<file path="src/rtl/sfld_pkg.sv">
// Shared types and constants for the scanner frame and line deframer.
// No dependencies; imported by every module of the block.
package sfld_pkg;

    localparam int LINE_MAX  = 1024;
    localparam int OUT_LIMIT = 256;
    localparam int LINE_W    = $clog2(LINE_MAX + 1);
    localparam int PCT_W     = 7;
    localparam int PROD_W    = LINE_W + PCT_W;
    localparam int LEN_CAP   = (OUT_LIMIT - 1 < 255) ? OUT_LIMIT - 1 : 255;

    localparam logic [7:0] START_BYTE = 8'h03;
    localparam logic [7:0] CHAR_LF    = 8'h0A;
    localparam logic [7:0] CHAR_CR    = 8'h0D;
    localparam logic [7:0] CHAR_TAB   = 8'h09;
    localparam logic [7:0] CHAR_SPACE = 8'h20;
    localparam logic [7:0] CHAR_TILDE = 8'h7E;

    localparam logic [2:0] KIND_TEXT     = 3'd0;
    localparam logic [2:0] KIND_PAYLOAD  = 3'd1;
    localparam logic [2:0] KIND_ACCEPTED = 3'd2;
    localparam logic [2:0] KIND_REJECTED = 3'd3;
    localparam logic [2:0] KIND_ABANDON  = 3'd4;

    localparam logic [0:0] CFG_PRINTABLE_PERCENT = 1'd0;
    localparam logic [0:0] CFG_MAX_PAYLOAD       = 1'd1;

    localparam logic [PCT_W-1:0] PCT_RESET     = PCT_W'(80);
    localparam logic [7:0]       MAXPAY_RESET  = 8'd250;

    typedef struct packed {
        logic       valid;
        logic [2:0] kind;
        logic [7:0] out_byte;
        logic [7:0] line_length;
        logic       last;
    } result_t;

endpackage

</file>
<file path="src/rtl/scanner_frame_and_line_deframer.sv">
// Top level of the scanner frame and line deframer.
// Depends on sfld_pkg, sfld_frame, sfld_line and sfld_outreg.
//
//   channel  dir  handshake              payload
//   s_       in   s_valid / s_ready      s_data_byte
//   m_       out  m_valid / m_ready      m_kind, m_out_byte, m_line_length, m_last
//   cfg_     in   cfg_wr_en              cfg_index, cfg_wr_data
//
// One request per cycle while s_ready is high; any result of a request is registered and appears in the cycle after it.
// All decoding runs in the accept cycle ahead of the single result register.
// s_ready drops only while a result is held and m_ready is low.
// Reset clears mode, line counters and the result valid; registers reload
// to 80 percent and a 250 byte payload limit.
module scanner_frame_and_line_deframer import sfld_pkg::*; (
    input  logic       aclk,
    input  logic       aresetn,
    input  logic       s_valid,
    output logic       s_ready,
    input  logic [7:0] s_data_byte,
    output logic       m_valid,
    input  logic       m_ready,
    output logic [2:0] m_kind,
    output logic [7:0] m_out_byte,
    output logic [7:0] m_line_length,
    output logic       m_last,
    input  logic       cfg_wr_en,
    input  logic [0:0] cfg_index,
    input  logic [7:0] cfg_wr_data
);

    logic [PCT_W-1:0] pct_reg;
    logic [7:0]       max_payload_reg;
    logic             accept, line_step;
    result_t          line_res, res;

    assign accept = s_valid && s_ready;

    always_ff @(posedge aclk) begin
        if (!aresetn) begin
            pct_reg         <= PCT_RESET;
            max_payload_reg <= MAXPAY_RESET;
        end else if (cfg_wr_en) begin
            case (cfg_index)
                CFG_PRINTABLE_PERCENT: pct_reg <= cfg_wr_data[PCT_W-1:0];
                CFG_MAX_PAYLOAD:       max_payload_reg <= cfg_wr_data;
                default: ;
            endcase
        end
    end

    sfld_frame u_frame (
        .aclk        (aclk),
        .aresetn     (aresetn),
        .accept      (accept),
        .data_byte   (s_data_byte),
        .max_payload (max_payload_reg),
        .line_res    (line_res),
        .line_step   (line_step),
        .res         (res)
    );

    sfld_line u_line (
        .aclk              (aclk),
        .aresetn           (aresetn),
        .step              (line_step),
        .data_byte         (s_data_byte),
        .printable_percent (pct_reg),
        .res               (line_res)
    );

    sfld_outreg u_outreg (
        .aclk          (aclk),
        .aresetn       (aresetn),
        .accept        (accept),
        .res           (res),
        .m_ready       (m_ready),
        .in_ready      (s_ready),
        .m_valid       (m_valid),
        .m_kind        (m_kind),
        .m_out_byte    (m_out_byte),
        .m_line_length (m_line_length),
        .m_last        (m_last)
    );

endmodule

</file>
<file path="src/rtl/sfld_line.sv">
// Text line tracker: counters for the pending line and its verdict.
// Depends on sfld_pkg.
module sfld_line import sfld_pkg::*; (
    input  logic             aclk,
    input  logic             aresetn,
    input  logic             step,
    input  logic [7:0]       data_byte,
    input  logic [PCT_W-1:0] printable_percent,
    output result_t          res
);

    logic [LINE_W-1:0] line_count_reg, line_count_next;
    logic [LINE_W-1:0] printable_count_reg, printable_count_next;
    logic [LINE_W-1:0] trailing_spaces_reg, trailing_spaces_next;
    logic [LINE_W-1:0] trim_len, trim_print;
    logic [PROD_W-1:0] lhs, rhs;
    logic              is_term, is_print;

    assign trim_len   = line_count_reg - trailing_spaces_reg;
    assign trim_print = printable_count_reg - trailing_spaces_reg;
    assign lhs        = PROD_W'(trim_print) * PROD_W'(100);
    assign rhs        = PROD_W'(printable_percent) * PROD_W'(trim_len);

    always_comb begin
        is_term  = data_byte inside {CHAR_LF, CHAR_CR, CHAR_TAB};
        is_print = data_byte inside {[CHAR_SPACE:CHAR_TILDE]};
        line_count_next      = line_count_reg;
        printable_count_next = printable_count_reg;
        trailing_spaces_next = trailing_spaces_reg;
        res = '0;
        if (data_byte == START_BYTE) begin
            line_count_next      = '0;
            printable_count_next = '0;
            trailing_spaces_next = '0;
            if (line_count_reg != '0) begin
                res.valid = 1'b1;
                res.kind  = KIND_ABANDON;
            end
        end else if (is_term) begin
            if (line_count_reg != '0) begin
                line_count_next      = '0;
                printable_count_next = '0;
                trailing_spaces_next = '0;
                res.valid = 1'b1;
                if (trim_len == '0 || lhs < rhs) begin
                    res.kind = KIND_REJECTED;
                end else begin
                    res.kind = KIND_ACCEPTED;
                    if (32'(trim_len) > LEN_CAP) begin
                        res.line_length = 8'(LEN_CAP);
                    end else begin
                        res.line_length = 8'(trim_len);
                    end
                end
            end
        end else if (32'(line_count_reg) >= LINE_MAX) begin
            line_count_next      = '0;
            printable_count_next = '0;
            trailing_spaces_next = '0;
            res.valid = 1'b1;
            res.kind  = KIND_ABANDON;
        end else begin
            line_count_next = line_count_reg + LINE_W'(1);
            if (is_print) begin
                printable_count_next = printable_count_reg + LINE_W'(1);
            end
            if (data_byte == CHAR_SPACE) begin
                trailing_spaces_next = trailing_spaces_reg + LINE_W'(1);
            end else begin
                trailing_spaces_next = '0;
            end
            res.valid    = 1'b1;
            res.kind     = KIND_TEXT;
            res.out_byte = data_byte;
        end
    end

    always_ff @(posedge aclk) begin
        if (!aresetn) begin
            line_count_reg      <= '0;
            printable_count_reg <= '0;
            trailing_spaces_reg <= '0;
        end else if (step) begin
            line_count_reg      <= line_count_next;
            printable_count_reg <= printable_count_next;
            trailing_spaces_reg <= trailing_spaces_next;
        end
    end

endmodule

</file>
<file path="src/rtl/sfld_frame.sv">
// Frame mode control: start byte, length byte and payload countdown.
// Depends on sfld_pkg; steers text bytes to the line tracker.
module sfld_frame import sfld_pkg::*; (
    input  logic       aclk,
    input  logic       aresetn,
    input  logic       accept,
    input  logic [7:0] data_byte,
    input  logic [7:0] max_payload,
    input  result_t    line_res,
    output logic       line_step,
    output result_t    res
);

    localparam logic [1:0] MODE_TEXT = 2'd0;
    localparam logic [1:0] MODE_LEN  = 2'd1;
    localparam logic [1:0] MODE_PAY  = 2'd2;

    logic [1:0] mode_reg, mode_next;
    logic [7:0] payload_left_reg, payload_left_next;
    logic       text_sel;

    always_comb begin
        mode_next         = mode_reg;
        payload_left_next = payload_left_reg;
        text_sel          = 1'b1;
        res               = line_res;
        case (mode_reg)
            MODE_LEN: begin
                if (data_byte == 8'd0 || data_byte > max_payload) begin
                    mode_next = (data_byte == START_BYTE) ? MODE_LEN : MODE_TEXT;
                end else begin
                    text_sel          = 1'b0;
                    payload_left_next = data_byte;
                    mode_next         = MODE_PAY;
                    res               = '0;
                end
            end
            MODE_PAY: begin
                text_sel = 1'b0;
                if (payload_left_reg != 8'd0) begin
                    payload_left_next = payload_left_reg - 8'd1;
                end
                res          = '0;
                res.valid    = 1'b1;
                res.kind     = KIND_PAYLOAD;
                res.out_byte = data_byte;
                res.last     = (payload_left_next == 8'd0);
                mode_next    = res.last ? MODE_TEXT : MODE_PAY;
            end
            default: begin
                mode_next = (data_byte == START_BYTE) ? MODE_LEN : MODE_TEXT;
            end
        endcase
    end

    assign line_step = accept && text_sel;

    always_ff @(posedge aclk) begin
        if (!aresetn) begin
            mode_reg         <= MODE_TEXT;
            payload_left_reg <= 8'd0;
        end else if (accept) begin
            mode_reg         <= mode_next;
            payload_left_reg <= payload_left_next;
        end
    end

endmodule

</file>
<file path="src/rtl/sfld_outreg.sv">
// Result register with backpressure toward the input side.
// Depends on sfld_pkg.
module sfld_outreg import sfld_pkg::*; (
    input  logic       aclk,
    input  logic       aresetn,
    input  logic       accept,
    input  result_t    res,
    input  logic       m_ready,
    output logic       in_ready,
    output logic       m_valid,
    output logic [2:0] m_kind,
    output logic [7:0] m_out_byte,
    output logic [7:0] m_line_length,
    output logic       m_last
);

    logic       valid_reg;
    logic [2:0] kind_reg;
    logic [7:0] byte_reg, len_reg;
    logic       last_reg;

    assign in_ready = !valid_reg || m_ready;

    always_ff @(posedge aclk) begin
        if (!aresetn) begin
            valid_reg <= 1'b0;
        end else if (accept && res.valid) begin
            valid_reg <= 1'b1;
        end else if (m_ready) begin
            valid_reg <= 1'b0;
        end
    end

    always_ff @(posedge aclk) begin
        if (accept && res.valid) begin
            kind_reg <= res.kind;
            byte_reg <= res.out_byte;
            len_reg  <= res.line_length;
            last_reg <= res.last;
        end
    end

    assign m_valid       = valid_reg;
    assign m_kind        = kind_reg;
    assign m_out_byte    = byte_reg;
    assign m_line_length = len_reg;
    assign m_last        = last_reg;

endmodule

</file>
<file path="config.mk">
export PLATFORM = sky130hd
export DESIGN_NAME = scanner_frame_and_line_deframer
export DESIGN_NICKNAME = d
export VERILOG_FILES = /design/src/rtl/sfld_pkg.sv /design/src/rtl/scanner_frame_and_line_deframer.sv /design/src/rtl/sfld_line.sv /design/src/rtl/sfld_frame.sv /design/src/rtl/sfld_outreg.sv
export SDC_FILE = /design/constraint.sdc
export NUM_CORES = 1
export LEC_CHECK = 0
export BUFFER_PORTS_ARGS = -buffer_cell sky130_fd_sc_hd__buf_4
export CAP_MARGIN = 5
export CELL_PAD_IN_SITES_DETAIL_PLACEMENT = 1
export CELL_PAD_IN_SITES_GLOBAL_PLACEMENT = 2
export CORE_ASPECT_RATIO = 0.6
export CORE_MARGIN = 2
export CORE_UTILIZATION = 35
export CTS_CLUSTER_SIZE = 24
export DETAILED_ROUTE_END_ITERATION = 12
export PLACE_DENSITY = 0.88
export REMOVE_ABC_BUFFERS = 1
export SYNTH_ARGS = -nofsm -noshare
export SYNTH_HDL_FRONTEND = slang
export SYNTH_SLANG_ARGS = --single-unit
</file>
<file path="constraint.sdc">
create_clock -name aclk -period 7.8 [get_ports aclk]
set_input_delay 0.78 -clock aclk [delete_from_list [all_inputs] [get_ports aclk]]
set_output_delay 0.78 -clock aclk [all_outputs]
set_load 0.005 [all_outputs]
</file>
Yosys cells after proc, flatten, opt, wreduce, memory -nomap -nowiden
Index checks and enable logic that the tools add are counted.
W data, S select, Z words.
- flip-flop bits (word level): 79
- input port bits: 22
- logic and storage cells: 97
- output and inout bits: 22
- magnitude comparators: 6
- multipliers: 2
- $add $sub $neg: 6
- reductions and logical operators: 22
- muxes and demuxes: 39
- bitwise gates (word level): 1
- equal/unequal tests: 9
- operators by type and width (operator ; count):
    $mux W11 ; 12
    $mux W8 ; 9
    $pmux W21 S2 ; 1
    $add A11 B1 Y11 const B ; 3
    $eq A8 B4 Y1 const B ; 3
    $sub A11 B11 Y11 ; 2
    $mux W21 ; 1
    $lt A18 B18 Y1 ; 1
    $mul A7 B11 Y18 ; 1
    $logic_not A8 Y1 ; 2
    $mul A11 B5 Y16 const B ; 1
    $mux W16 ; 1
    $mux W4 ; 4
    $pmux W8 S2 ; 1
    $ge A11 B11 Y1 const B ; 1
    $gt A11 B8 Y1 const B ; 1
    $logic_not A11 Y1 ; 1
    $reduce_bool A11 Y1 ; 1
    $eq A8 B2 Y1 const B ; 1
    $eq A8 B6 Y1 const B ; 1
    $ge A8 B6 Y1 const B ; 1
    $gt A8 B8 Y1 ; 1
    $le A8 B7 Y1 const B ; 1
    $reduce_bool A8 Y1 ; 1
    19 further kinds ; 33

Longest topological paths before layout
- word-level depth: 12
- depth in mapped cells: 31
- gate-level depth less buffers: 30

Hierarchy
A second synthesis with hierarchy kept.
- cells, all modules: 1064
- area total of the unflattened synthesis: 9023.7 um^2
- modules (own cells, without submodules) (module ; cells each ; area each (um^2) ; times used ; sequential area each (um^2)):
    sfld_line ; 798 ; 6526.3 ; 1 ; 660.6
    sfld_frame ; 173 ; 1214.9 ; 1 ; 200.2
    sfld_outreg ; 25 ; 653.1 ; 1 ; 620.6
    scanner_frame_and_line_deframer ; 68 ; 629.4 ; 1 ; 300.3

Least setup slack after synthesis
Ideal clock, no wire load.
- path type: flip-flop to flip-flop
- from: register u_line.line_count_reg[0]
- to: register u_outreg.len_reg[2], in the netlist u_outreg.m_line_length[2], data pin
- stages on the path, launching flop included: 32
- path buffers: 1
- setup time: 0.129 ns
- path slack: 0.437 ns
- required time: 7.671 ns
- data arrival time: 7.234 ns
- period minus slack after synthesis: 7.363 ns
- cells stage by stage: dfxtp_1 inv_1 ha_1 fa_1 nand2b_1 a21oi_1 a21o_1 a21oi_1 xnor2_1 and2_1 fa_1 fa_1 fa_1 inv_1 fa_1 inv_1 ha_1 a21oi_1 o21ai_0 a31oi_1 inv_1 a211o_1 a21oi_1 xor2_1 ha_1 nand4_1 nor3_1 o311ai_0 o211ai_1 or3b_2 clkbuf_1 o21ba_2
- RTL lines (what ; RTL line ; RTL):
    start, declared ; sfld_line.sv:12 ; logic [LINE_W-1:0] line_count_reg, line_count_next;
    start signal, assigned ; sfld_line.sv:84 ; line_count_reg <= line_count_next;
    end signal, assigned ; sfld_outreg.sv:38 ; len_reg <= res.line_length;
    end, declared ; sfld_outreg.sv:19 ; logic [7:0] byte_reg, len_reg;

==> key figures <==
Run status
  • Status: complete, no violations

STA
  • Max Freq: 133 MHz
  • Period utilization: 0.962
  • Final hold viol count: 0
  • Final WS setup: 0.293 ns
  • Fin. max-slew vios: 0
  • Layout Skew: 0.00862 ns
  • Setup violations, final: 0
  • Slew HR: 0.219
  • Minimum clock period: 7.51 ns
  • Actual slew at the worst max-slew pin: 1.17 ns

GRT
  • Overflow after GRT: 0
  • Initial antenna violation count: 0
  • Largest net degree at the start of global routing: 30
  • Global-route wire length before repair: 42700 um
  • Gr usage total: 0.202
  • Number of global-route vias before repair: 7699

Placement
  • Port Buffer Count: 43
  • Dpl ws: -0.371 ns
  • Cell area after placement: 9800 um^2
  • Dpl hpwl: 21400 um
  • Gpl congestion: 0.863
  • Placed cells: 1442

Logic synthesis
  • Post-Synth Adder-Cell Area: 0.291
  • Asr flop ratio synth: 0
  • Main flop type after synthesis: dfxtp_1
  • Number of synthesized flops with an enable pin: 20
  • Complex-gate fraction of the synthesized area: 0.151
  • Mapped Area: 8950 um^2
  • Syn. warnings: 0
  • Synth unique cells: 73
  • Mux cell area share after synthesis: 0.00559
  • Simple-gate share of the synthesized area: 0.239
  • Seq/Total Area, Yosys: 0.199
  • #FFs+latches synth: 79
  • Syn_area_per_cell: 8.37 um^2
  • Post-Syn Instances: 1069
  • Post-Synth XOR/XNOR Area: 0.0470
  • Main combinational cell family by area after synthesis: adder cells

Route
  • DR DRC count: 0
  • Mean routed wirelength per cell: 18.5 um
  • Total iterations of the first detailed-routing run: 5
  • Final wirelength: 27100 um
  • Post-DRT Antenna Nets: 0
  • Vias per Instance: 5.37
  • DR iter-0 viols: 449
  • Via count: 7868

Clock tree
  • CTS tree: built
  • H-tree depth: 3
  • Max Buffers Root-to-Sink: 2
  • Root buf cell: clkbuf_16
  • Num CTS Buffers: 9
  • Clk Latency, worst-skew pair: 0.36 ns
  • Clock Sinks: 79
  • CTS Hold Buffers Added: 0
  • Clock transition at path regs: 0.07 ns

Power
  • PwrDens: 115 nW/um^2
  • Overall power: 0.00120 W
  • Clock power frac: 0.391
  • Seq pwr share: 0.375
  • Peak supply drop: 178 uV
  • Cell-internal power: 0.000830 W
  • Switch Pwr: 0.000370 W
  • Leak: 4.66 nW
  • Comb power frac: 0.234
  • Switching share of power: 0.308

Layout
  • Final Util: 0.412
  • ANT cells: 0
  • Fraction of layout cells with a size suffix above 1: 0.130
  • Fillers: 3012
  • Nets: 1329
  • Most frequent cells in the layout: inv_1 (120), ha_1 (120), buf_4 (82), nor2_1 (74), nand2_1 (73)
  • Area Growth Syn to Fin: 16.2%
  • Fin cells: 1464
  • Area occupied by multi-input gates: 6810 um^2
  • Post-route design area: 10400 um^2
  • Register Area: 1780 um^2

Floorplan
  • DIE WIDTH: 210 um
  • Die ar.: 26900 um^2
  • Ports: 44
  • Die H: 128 um
  • Initial Util: 0.355
  • Number of cell rows: 45
  • Core Area: 25200 um^2

Critical path
  • Reg2reg end: u_outreg.m_line_length[2]$_DFFE_PP_
  • CP Max Fanout: 8
  • CP Class: flip-flop to flip-flop
  • Arr. time, crit path: 7.74 ns
  • Reg2reg setup slack: 0.29 ns
  • CP Data Required Time: 8.03 ns
  • Max incr delay on CP: 0.56 ns
  • Worst setup SP type: flip-flop
  • Reg2reg path depth: 32
  • Crit path max-delay cell type: fa_1
  • FF-to-FF Start: u_line.line_count_reg[0]$_SDFFE_PN0P_
  • Crit. End Element: flip-flop

Hold path
  • Hold wc startpoint: max_payload_reg[2]$_SDFFE_PN0P_
  • HP Class: flip-flop to flip-flop
  • Cell depth of the worst hold path: 2
  • Hold EP: max_payload_reg[2]$_SDFFE_PN0P_

Run
  • Max Cap Viol: 0
-- worst max-delay path by stage --
stage                                               start                             endpoint  slack, ns  cells past startpoint
2_1_floorplan       u_line.line_count_reg[0]$_SDFFE_PN0P_  u_outreg.m_line_length[2]$_DFFE_PP_       0.50                     30
3_3_place_gp   u_line.trailing_spaces_reg[1]$_SDFFE_PN0P_  u_outreg.m_line_length[7]$_DFFE_PP_      -0.05                     28
3_5_place_dp        u_line.line_count_reg[0]$_SDFFE_PN0P_  u_outreg.m_line_length[2]$_DFFE_PP_      -0.37                     29
4_1_cts             u_line.line_count_reg[0]$_SDFFE_PN0P_  u_outreg.m_line_length[7]$_DFFE_PP_      0.008                     32
5_1_grt        u_line.trailing_spaces_reg[5]$_SDFFE_PN0P_  u_outreg.m_line_length[3]$_DFFE_PP_      -0.06                     28
6_report            u_line.line_count_reg[0]$_SDFFE_PN0P_  u_outreg.m_line_length[2]$_DFFE_PP_       0.29                     32
-- area by class of cell --
| cell class | count | area share |
|---|---|---|
| clock buffer | 11 | 0.0254 |
| clock inverter | 5 | 0.00578 |
| inverter | 121 | 0.0437 |
| multi-input combinational | 837 | 0.655 |
| sequential | 79 | 0.172 |
| tap | 329 | 0.0396 |
| timing repair buffer | 82 | 0.0592 |
-- synth_stat cells, types with 5 or more instances --
cell type	instances	area, um^2
nand4_1	17	106
or4_1	5	37.5
edfxtp_1	20	601
xnor2_1	30	263
o211ai_1	17	128
or3_1	7	43.8
nand2_1	73	274
mux2i_1	5	50.1
clkbuf_1	27	101
a31oi_1	7	43.8
nand2b_1	23	144
nor4_1	7	43.8
nand4b_1	9	78.8
and2_1	55	344
nor2b_1	33	206
a21boi_0	18	135
dfxtp_1	59	1180
inv_1	121	454
nor2_1	75	282
ha_1	125	1560
a21oi_1	60	300
o21a_1	5	37.5
xor2_1	18	158
o21ai_0	43	215
and3_1	11	68.8
a21o_1	8	60.1
o21ba_2	6	60.1
nand3_1	30	150
fa_1	52	1040
nor3_1	33	165
-- metrics by stage --
step,hold WS [ns],setup TNS [ns]
global route,0.514,-0.385
CTS,0.475,0
global placement,0.457,-0.293
finish,0.470,0
floorplan,0.443,0
detailed placement,0.466,-2.84
-- critical path, delay by kind of cell (launching register included) --
| kind | cells | cell delay (ns) |
|---|---|---|
| AO/OA/AOI/OAI | 11 | 1.95 |
| XOR/XNOR | 2 | 0.24 |
| adder cells (fa/ha/maj) | 8 | 3.14 |
| buffers and inverters | 6 | 0.58 |
| flip-flops | 1 | 0.37 |
| AND/OR/NAND/NOR | 5 | 1.14 |
-- per-layer routing --
layer  vias up  global-route usage  share of wire
met5         -                   0              0
met1      3899               0.329           0.55
met2       131               0.270           0.39
li1       3820                   -              -
met3        18              0.0426          0.049
met4         0              0.0298         0.0076
-- timing repair --
item                                    CTS  global route
gates resized for setup                   8            37
pin swaps                                 3            10
endpoints found under the setup margin    8             9
setup buffers                             3             3
-- cell families after synthesis --
family / after synthesis
buffers and inverters: 153
xor gates and xnor gates: 48
adders and majority gates: 177
AOI/OAI and AO/OA: 207
DFF: 79
and+or+nand+nor: 400
muxes: 5
-- power groups by stage --
stage | Combinational, W | Clock (W) | Sequential (W)
after floorplan | 0.000154 | 0 | 0.000455
after global placement | 0.000248 | 0 | 0.000459
after detailed placement | 0.000254 | 0 | 0.000459
after CTS | 0.000265 | 0.000481 | 0.000450
after global routing | 0.000313 | 0.000494 | 0.000452
final | 0.000281 | 0.000469 | 0.000451
(Power assumes the default switching activity.)
